File: src/hdl/imufhd_pkg.sv
// Shared constants and types for the IMU frame heading decoder.
package imufhd_pkg;

    localparam logic [7:0] HDR_BYTE   = 8'h55;
    localparam logic [7:0] TYPE_ACC   = 8'h51;
    localparam logic [7:0] TYPE_RATE  = 8'h52;
    localparam logic [7:0] TYPE_ANGLE = 8'h53;

    // position of the checksum byte, the last of an 11-byte frame
    localparam logic [3:0] LAST_POS = 4'd10;

    localparam logic [1:0] KIND_ACC   = 2'd0;
    localparam logic [1:0] KIND_RATE  = 2'd1;
    localparam logic [1:0] KIND_ANGLE = 2'd2;

    localparam int QUEUE_DEPTH = 2;

    localparam int IN_DATA_W  = 32;
    localparam int OUT_DATA_W = 72;
    localparam int OUT_USER_W = 2;

    typedef struct packed {
        logic [1:0]  kind;
        logic [15:0] vx;
        logic [15:0] vy;
        logic [15:0] vz;
        logic        gps_fixed;
        logic [15:0] gps_heading;
    } frame_rec_t;

    localparam int REC_W = $bits(frame_rec_t);

    typedef struct packed {
        logic       push;
        frame_rec_t rec;
    } front_push_t;

endpackage

File: src/hdl/imu_frame_heading_decoder.sv
// Top level of the IMU frame heading decoder: framer, queue and heading stage.
//
// Takes one serial byte per transfer (with the GPS heading and fix flag that go with it)
// and frames 11-byte IMU packets. A 0x55 byte always restarts a frame; after the first
// one the block stays in sync, so each following run of ten bytes is a frame. Types
// 0x51/0x52/0x53 give one result transfer: kind on m_tuser, the three signed
// little-endian axis words, and for angle frames a clockwise heading in 1/65536 turn
// corrected by a learned GPS offset (learned, and no heading flagged, while the fix flag
// is set on the checksum byte). Other types give nothing; the checksum is not checked.
// Rate: one byte per cycle while the queue is not full. A result is queued on the
// checksum byte's transfer, then moves to the output register. s_tready falls only when
// the queue (QUEUE_DEPTH entries) is full, which takes a result held up by m_tready.
module imu_frame_heading_decoder
    import imufhd_pkg::*;
#(
    parameter int QUEUE_DEPTH_P = QUEUE_DEPTH
)
(
    input  logic                  clk,
    input  logic                  rst_n,
    input  logic                  s_tvalid,
    output logic                  s_tready,
    // [7:0] rx_byte, [8] gps_fixed, [24:9] gps_heading, [31:25] zero
    input  logic [IN_DATA_W-1:0]  s_tdata,
    output logic                  m_tvalid,
    input  logic                  m_tready,
    // [15:0] value_x, [31:16] value_y, [47:32] value_z, [63:48] heading,
    // [64] heading_valid, [71:65] zero
    output logic [OUT_DATA_W-1:0] m_tdata,
    // [1:0] frame_kind
    output logic [OUT_USER_W-1:0] m_tuser
);

    front_push_t      push_s;
    logic             queue_full;
    logic             q_valid;
    logic             q_pop;
    logic [REC_W-1:0] q_data;
    frame_rec_t       q_rec;

    // framer: sync tracking and byte collection
    imufhd_front u_front (
        .clk        (clk),
        .rst_n      (rst_n),
        .s_tvalid   (s_tvalid),
        .s_tready   (s_tready),
        .s_tdata    (s_tdata),
        .queue_full (queue_full),
        .push_out   (push_s)
    );

    // decouples framing from the output handshake
    imufhd_fifo #(
        .WIDTH (REC_W),
        .DEPTH (QUEUE_DEPTH_P)
    ) u_fifo (
        .clk       (clk),
        .rst_n     (rst_n),
        .push      (push_s.push),
        .push_data (push_s.rec),
        .full      (queue_full),
        .pop       (q_pop),
        .valid     (q_valid),
        .pop_data  (q_data)
    );

    assign q_rec = frame_rec_t'(q_data);

    // heading correction and result register
    imufhd_back u_back (
        .clk      (clk),
        .rst_n    (rst_n),
        .q_valid  (q_valid),
        .q_rec    (q_rec),
        .q_pop    (q_pop),
        .m_tvalid (m_tvalid),
        .m_tready (m_tready),
        .m_tdata  (m_tdata),
        .m_tuser  (m_tuser)
    );

`ifndef SYNTHESIS
    // the framer must never push into a full queue
    assert property (@(posedge clk) disable iff (!rst_n)
        !(push_s.push && queue_full))
        else $error("frame pushed into full queue");

    // heading is zero whenever it is not flagged valid
    assert property (@(posedge clk) disable iff (!rst_n)
        (m_tvalid && !m_tdata[64]) |-> (m_tdata[63:48] == 16'd0))
        else $error("heading non-zero without heading_valid");

    // only angle frames carry a valid heading
    assert property (@(posedge clk) disable iff (!rst_n)
        (m_tvalid && m_tdata[64]) |-> (m_tuser == KIND_ANGLE))
        else $error("heading_valid on non-angle frame");

    // a popped record shows up on the output in the next cycle
    assert property (@(posedge clk) disable iff (!rst_n)
        q_pop |=> m_tvalid)
        else $error("popped frame not presented");
`endif

endmodule

File: src/hdl/imufhd_front.sv
// Byte framer: tracks sync and position, collects frame bytes, queues decoded frames.
module imufhd_front
    import imufhd_pkg::*;
(
    input  logic                 clk,
    input  logic                 rst_n,
    input  logic                 s_tvalid,
    output logic                 s_tready,
    input  logic [IN_DATA_W-1:0] s_tdata,
    input  logic                 queue_full,
    output front_push_t          push_out
);

    logic [3:0]  index_reg, index_next;
    logic        synced_reg, synced_next;
    logic [7:0]  bytes_reg [1:7];
    logic [3:0]  pos;
    logic        wr_en;
    logic        accept;
    logic [7:0]  rx_byte;
    logic        gps_fixed;
    logic [15:0] gps_heading;

    assign rx_byte     = s_tdata[7:0];
    assign gps_fixed   = s_tdata[8];
    assign gps_heading = s_tdata[24:9];

    assign s_tready = !queue_full;
    assign accept   = s_tvalid && !queue_full;
    assign pos      = (index_reg >= LAST_POS) ? 4'd1 : index_reg + 4'd1;

    always_comb
    begin
        index_next  = index_reg;
        synced_next = synced_reg;
        wr_en       = 1'b0;
        push_out    = '0;
        push_out.rec.vx          = {bytes_reg[3], bytes_reg[2]};
        push_out.rec.vy          = {bytes_reg[5], bytes_reg[4]};
        push_out.rec.vz          = {bytes_reg[7], bytes_reg[6]};
        push_out.rec.gps_fixed   = gps_fixed;
        push_out.rec.gps_heading = gps_heading;
        case (bytes_reg[1])
            TYPE_ACC:   push_out.rec.kind = KIND_ACC;
            TYPE_RATE:  push_out.rec.kind = KIND_RATE;
            default:    push_out.rec.kind = KIND_ANGLE;
        endcase
        if (accept)
        begin
            if (rx_byte == HDR_BYTE)
            begin
                index_next  = 4'd0;
                synced_next = 1'b1;
            end
            else if (synced_reg)
            begin
                wr_en = 1'b1;
                if (pos == LAST_POS)
                begin
                    index_next    = 4'd0;
                    push_out.push = (bytes_reg[1] == TYPE_ACC) ||
                                    (bytes_reg[1] == TYPE_RATE) ||
                                    (bytes_reg[1] == TYPE_ANGLE);
                end
                else
                begin
                    index_next = pos;
                end
            end
        end
    end

    always_ff @(posedge clk or negedge rst_n)
    begin
        if (!rst_n)
        begin
            index_reg  <= 4'd0;
            synced_reg <= 1'b0;
        end
        else
        begin
            index_reg  <= index_next;
            synced_reg <= synced_next;
        end
    end

    // bytes 1..7 are always rewritten before a frame completes; no reset needed
    always_ff @(posedge clk)
    begin
        for (int k = 1; k <= 7; k++)
        begin
            if (wr_en && (pos == 4'(k)))
            begin
                bytes_reg[k] <= rx_byte;
            end
        end
    end

endmodule

File: src/hdl/imufhd_fifo.sv
// Small register queue between framer and heading stage.
module imufhd_fifo
    import imufhd_pkg::*;
#(
    parameter int WIDTH = REC_W,
    parameter int DEPTH = QUEUE_DEPTH
)
(
    input  logic             clk,
    input  logic             rst_n,
    input  logic             push,
    input  logic [WIDTH-1:0] push_data,
    output logic             full,
    input  logic             pop,
    output logic             valid,
    output logic [WIDTH-1:0] pop_data
);

    localparam int PW = (DEPTH > 1) ? $clog2(DEPTH) : 1;
    localparam int CW = $clog2(DEPTH + 1);
    localparam logic [PW-1:0] LAST_PTR  = PW'(DEPTH - 1);
    localparam logic [CW-1:0] FULL_CNT  = CW'(DEPTH);

    logic [WIDTH-1:0] mem_reg [DEPTH];
    logic [PW-1:0]    wr_ptr_reg, wr_ptr_next;
    logic [PW-1:0]    rd_ptr_reg, rd_ptr_next;
    logic [CW-1:0]    count_reg, count_next;
    logic             do_push, do_pop;

    assign full     = (count_reg == FULL_CNT);
    assign valid    = (count_reg != '0);
    assign pop_data = mem_reg[rd_ptr_reg];
    assign do_push  = push && !full;
    assign do_pop   = pop && valid;

    always_comb
    begin
        wr_ptr_next = wr_ptr_reg;
        rd_ptr_next = rd_ptr_reg;
        count_next  = count_reg;
        if (do_push)
        begin
            wr_ptr_next = (wr_ptr_reg == LAST_PTR) ? '0 : wr_ptr_reg + PW'(1);
        end
        if (do_pop)
        begin
            rd_ptr_next = (rd_ptr_reg == LAST_PTR) ? '0 : rd_ptr_reg + PW'(1);
        end
        if (do_push && !do_pop)
        begin
            count_next = count_reg + CW'(1);
        end
        else if (do_pop && !do_push)
        begin
            count_next = count_reg - CW'(1);
        end
    end

    always_ff @(posedge clk or negedge rst_n)
    begin
        if (!rst_n)
        begin
            wr_ptr_reg <= '0;
            rd_ptr_reg <= '0;
            count_reg  <= '0;
        end
        else
        begin
            wr_ptr_reg <= wr_ptr_next;
            rd_ptr_reg <= rd_ptr_next;
            count_reg  <= count_next;
        end
    end

    always_ff @(posedge clk)
    begin
        if (do_push)
        begin
            mem_reg[wr_ptr_reg] <= push_data;
        end
    end

endmodule

File: src/hdl/imufhd_back.sv
// Heading stage: offset learning / correction and the output register.
module imufhd_back
    import imufhd_pkg::*;
(
    input  logic                  clk,
    input  logic                  rst_n,
    input  logic                  q_valid,
    input  frame_rec_t            q_rec,
    output logic                  q_pop,
    output logic                  m_tvalid,
    input  logic                  m_tready,
    output logic [OUT_DATA_W-1:0] m_tdata,
    output logic [OUT_USER_W-1:0] m_tuser
);

    // only the low 16 bits of the offset reach the wrapped heading
    logic [15:0] offset_reg, offset_next;
    logic        out_valid_reg, out_valid_next;
    logic [OUT_DATA_W-1:0] data_reg, data_next;
    logic [OUT_USER_W-1:0] user_reg, user_next;
    logic [15:0] head_turn;    // low 16 bits of 65536 - yaw
    logic [15:0] head;
    logic        head_valid;

    assign q_pop     = q_valid && (!out_valid_reg || m_tready);
    assign head_turn = 16'd0 - q_rec.vz;

    always_comb
    begin
        offset_next = offset_reg;
        head        = 16'd0;
        head_valid  = 1'b0;
        if (q_rec.kind == KIND_ANGLE)
        begin
            if (q_rec.gps_fixed)
            begin
                offset_next = q_rec.gps_heading - head_turn;
            end
            else
            begin
                head       = head_turn + offset_reg;
                head_valid = 1'b1;
            end
        end
        if (!q_pop)
        begin
            offset_next = offset_reg;
        end
    end

    always_comb
    begin
        out_valid_next = out_valid_reg;
        data_next      = data_reg;
        user_next      = user_reg;
        if (m_tready)
        begin
            out_valid_next = 1'b0;
        end
        if (q_pop)
        begin
            out_valid_next = 1'b1;
            data_next      = {7'd0, head_valid, head, q_rec.vz, q_rec.vy, q_rec.vx};
            user_next      = q_rec.kind;
        end
    end

    always_ff @(posedge clk or negedge rst_n)
    begin
        if (!rst_n)
        begin
            offset_reg    <= 16'd0;
            out_valid_reg <= 1'b0;
        end
        else
        begin
            offset_reg    <= offset_next;
            out_valid_reg <= out_valid_next;
        end
    end

    always_ff @(posedge clk)
    begin
        data_reg <= data_next;
        user_reg <= user_next;
    end

    assign m_tvalid = out_valid_reg;
    assign m_tdata  = data_reg;
    assign m_tuser  = user_reg;

endmodule

File: config.mk
export PLATFORM = sky130hd
export DESIGN_NAME = imu_frame_heading_decoder
export DESIGN_NICKNAME = d
export VERILOG_FILES = /design/src/hdl/imufhd_pkg.sv /design/src/hdl/imu_frame_heading_decoder.sv /design/src/hdl/imufhd_front.sv /design/src/hdl/imufhd_fifo.sv /design/src/hdl/imufhd_back.sv
export SDC_FILE = /design/constraint.sdc
export NUM_CORES = 1
export LEC_CHECK = 0
export ABC_AREA = 1
export BUFFER_PORTS_ARGS = -buffer_cell sky130_fd_sc_hd__buf_4
export CORE_MARGIN = 1
export CORE_UTILIZATION = 64
export CTS_CLUSTER_SIZE = 8
export DETAILED_ROUTE_END_ITERATION = 8
export PLACE_DENSITY = 0.89
export SLEW_MARGIN = 10
export SYNTH_ARGS = -nofsm -noshare
export SYNTH_HDL_FRONTEND = slang
export SYNTH_SLANG_ARGS = --single-unit
export TNS_END_PERCENT = 50
File: constraint.sdc
create_clock -name clk -period 15.2 [get_ports clk]
set_clock_uncertainty 0.15 [all_clocks]
set_input_delay 1.52 -clock clk [delete_from_list [all_inputs] [get_ports clk]]
set_output_delay 1.52 -clock clk [all_outputs]
set_load 0.02 [all_outputs]
==> results.sh <==
export IMPL_status="complete, no violations"
export IMPL_syn_to_final_growth_pct=18.5
export IMPL_slowest_delay_ns=0.45
export IMPL_holdWs_ns=0.285
export IMPL_ios=112
export IMPL_grt_busiest_layer="met2"
export IMPL_insertedDiodeCount=0
export IMPL_fmax_mhz=221
export IMPL_grt_max_degree=70
export IMPL_finalHoldViolations=0
export IMPL_setup_tns_ns=0
export IMPL_drv_slew=0
export IMPL_synth_seq_cells=283
export IMPL_first_global_vias=7630
export IMPL_cts_hold_buf=0
export IMPL_htree_num_levels=2
export IMPL_cpLargestDelayFamily="buffers and inverters"
export IMPL_nFillCells=948
export IMPL_min_period_ns=4.52
export IMPL_crit_top_cell="nand2_1"
export IMPL_grtUsageMet2_pct=47.0
export IMPL_ys_flop_type="edfxtp_1"
export IMPL_cts_resized=0
export IMPL_ir_drop_uv=203
export IMPL_cp_required_ns=15.32
export IMPL_initial_core_util_pct=65.5
export IMPL_worst_pin_slew_ns=1.12
export IMPL_largest_register_ffs=134
export IMPL_worstSetupEndpointType="register"
export IMPL_die_area_um2=18900
export IMPL_async_flop_share_pct=9.19
export IMPL_crit_type="register to register"
export IMPL_clkLatencyLatePin_ns=0.54
export IMPL_postLayoutCoreUtil_pct=77.7
export IMPL_final_nets=1160
export IMPL_cp_cell_sequence="buf_4 > buf_4 > nand2_1 > o21ai_1 > ha_1 > inv_1 > nor2_1 > inv_1 > nor2_2 > inv_1 > o21ai_0 > nand2_1 > inv_1 > ha_1 > a21o_1 > a31oi_1 > nand2_1 > nand2_1 > nand2_1 > a21oi_1 > nor2_1"
export IMPL_wirelength_um=26200
export IMPL_hold_class="register to register"
export IMPL_cp_start_kind="register"
export IMPL_slew_headroom_pct=25.0
export IMPL_syn_area_um2=11800
export IMPL_hpwlAfterDp_um=15500
export IMPL_final_common_cell="nand2_1"
export IMPL_arrival_ns=4.64
export IMPL_numClockSinks=283
export IMPL_wl_per_cell_um=19.6
export IMPL_die_h_um=138
export IMPL_fp_row_count=49
export IMPL_dp_cells=1274
export IMPL_final_cells=1341
export IMPL_fin_crit_sh_pct=29.7
export IMPL_gp_congestion=0.890
export IMPL_yosys_warnings=0
export IMPL_crit_buf_inv=6
export IMPL_synth_edff_count=257
export IMPL_seqCellArea_um2=8370
export IMPL_cts_tree="built"
export IMPL_use_met3_pct=5.00
export IMPL_routed_via_density=5.82
export IMPL_drc=0
export IMPL_setup_viol=0
export IMPL_p_per_area_nw_per_um2=227
export IMPL_avgSynthCellArea_um2=12.3
export IMPL_track_usage_pct=28.4
export IMPL_post_cts_buffers=0
export IMPL_cts_made_buffers=41
export IMPL_layout_drive_gt1_share_pct=16.8
export IMPL_synth_seq_area_share_pct=71.1
export IMPL_clock_path_buffers=3
export IMPL_cp_max_fo=37
export IMPL_pre_cts_ws_ns=10.83
export IMPL_ys_types=43
export IMPL_rsz0062_at_grt="false"
export IMPL_chipWidth_um=138
export IMPL_syn_inst=957
export IMPL_ant_nets=0
export IMPL_fp_coreArea_um2=18000
export IMPL_cts_root_buffer="clkbuf_16"
export IMPL_first_iter_violations=841
export IMPL_first_pass_iters=8
export IMPL_clkTransAtPathRegs_ns=0.05
export IMPL_antenna_found_initial=0
export IMPL_final_cell_mix="285 x nand2_1, 257 x edfxtp_1, 106 x buf_4"
export IMPL_use_met1_pct=35.1
export IMPL_vias=7811
export IMPL_setup_slack_ns=10.68
export IMPL_power_leakage_nw=5.74
export IMPL_port_buffers=97
export IMPL_gr_total_overflow=0
export IMPL_grt_pass1_wl_um=39000
export IMPL_multi_input_comb_area_um2=2980
export IMPL_maxCapViolCount=0
export IMPL_slowest_stage="buf_4"
## where the power goes
part	internal, mW	switching [mW]	total, mW
clock network	0.525	0.317	0.842
logic	0.396	0.807	1.20
registers	1.06	0.0671	1.12
## area by class of cell
cell class / count / area share (%)
Clock inverter: 3 / 0.493
Timing Repair Buffer: 106 / 5.70
Sequential cell: 283 / 60.0
Tap cell: 229 / 2.05
Inverter: 84 / 2.30
Clock buffer: 64 / 8.13
Multi-Input combinational cell: 572 / 21.3
## synthesized netlist by cell type, types with 3 or more instances
cell      number  area, um2
a21oi_1       39        195
nor3_1        13       65.1
o21ai_1        5       25.0
o21ai_0       27        135
dfrtp_1       26        651
edfxtp_1     257       7720
ha_1          34        425
nand3_1       39        195
a21o_1         4       30.0
buf_6          6       67.6
clkbuf_1       7       26.3
nor2_2         7       43.8
nand2_2        5       31.3
o21ai_2        6       52.6
o21bai_1       4       30.0
nand2_1      285       1070
buf_1          3       11.3
buf_4          7       52.6
or2_2          4       25.0
inv_1         80        300
nor4_1         4       25.0
xor2_1        10       87.6
a31oi_1        3       18.8
xnor2_1       11       96.3
nor2_1        45        169
## cell families after synthesis
kind of cell,count (synthesis),synth area share [%]
buf+inv,108,4.10
fa+ha+maj,36,3.96
xor+xnor,21,1.56
mux,2,0.170
flops,283,71.1
simple gates,408,14.3
other cells,1,0.0319
compound gates,98,4.77
## per-layer routing
layer	vias up	share of wire, %
met2	497	49
met1	3667	37
met3	115	9.2
li1	3532	-
met5	-	0
met4	0	4.8
## worst reg2reg max path: stages, from the launching register on
cell     delay (ns)
dfrtp_2        0.38
buf_4          0.37
buf_4          0.46
nand2_1        0.13
o21ai_1        0.25
ha_1           0.22
inv_1          0.05
nor2_1         0.14
inv_1          0.11
nor2_2         0.16
inv_1          0.11
o21ai_0        0.23
nand2_1        0.15
inv_1          0.10
ha_1           0.28
a21o_1         0.22
a31oi_1        0.14
nand2_1        0.16
nand2_1        0.09
nand2_1        0.11
a21oi_1        0.17
nor2_1         0.09
## stage by stage
| stage | cell area, um2 | power [mW] |
|---|---|---|
| after floorplan | 11800 | 1.94 |
| after global placement | 12700 | 2.23 |
| after detailed placement | 12700 | 2.29 |
| after CTS | 13900 | 3.16 |
| after global routing | 13900 | 3.33 |
| final | 13900 | 3.17 |
## path summary, 6_finish.rpt
kind,startpoint,depth (start not counted),slack [ns],endpoint
worst min-delay path,u_front.bytes_reg[2][1]$_DFFE_PP_,0,0.29,u_fifo.mem_reg[0][50]$_DFFE_PP_
min in group asynchronous,rst_n,1,0.75,u_back.offset_reg[11]$_DFFE_PN0P_
max in group asynchronous,rst_n,1,13.84,u_fifo.rd_ptr_reg$_DFFE_PN0P_
worst max register to register,u_fifo.rd_ptr_reg$_DFFE_PN0P_,21,10.68,u_back.m_tdata[63]$_SDFFCE_PP0P_
worst min register to register,u_front.bytes_reg[2][1]$_DFFE_PP_,0,0.29,u_fifo.mem_reg[0][50]$_DFFE_PP_
worst max-delay path,u_fifo.rd_ptr_reg$_DFFE_PN0P_,21,10.68,u_back.m_tdata[63]$_SDFFCE_PP0P_
Power figures use the tool's default switching activity.
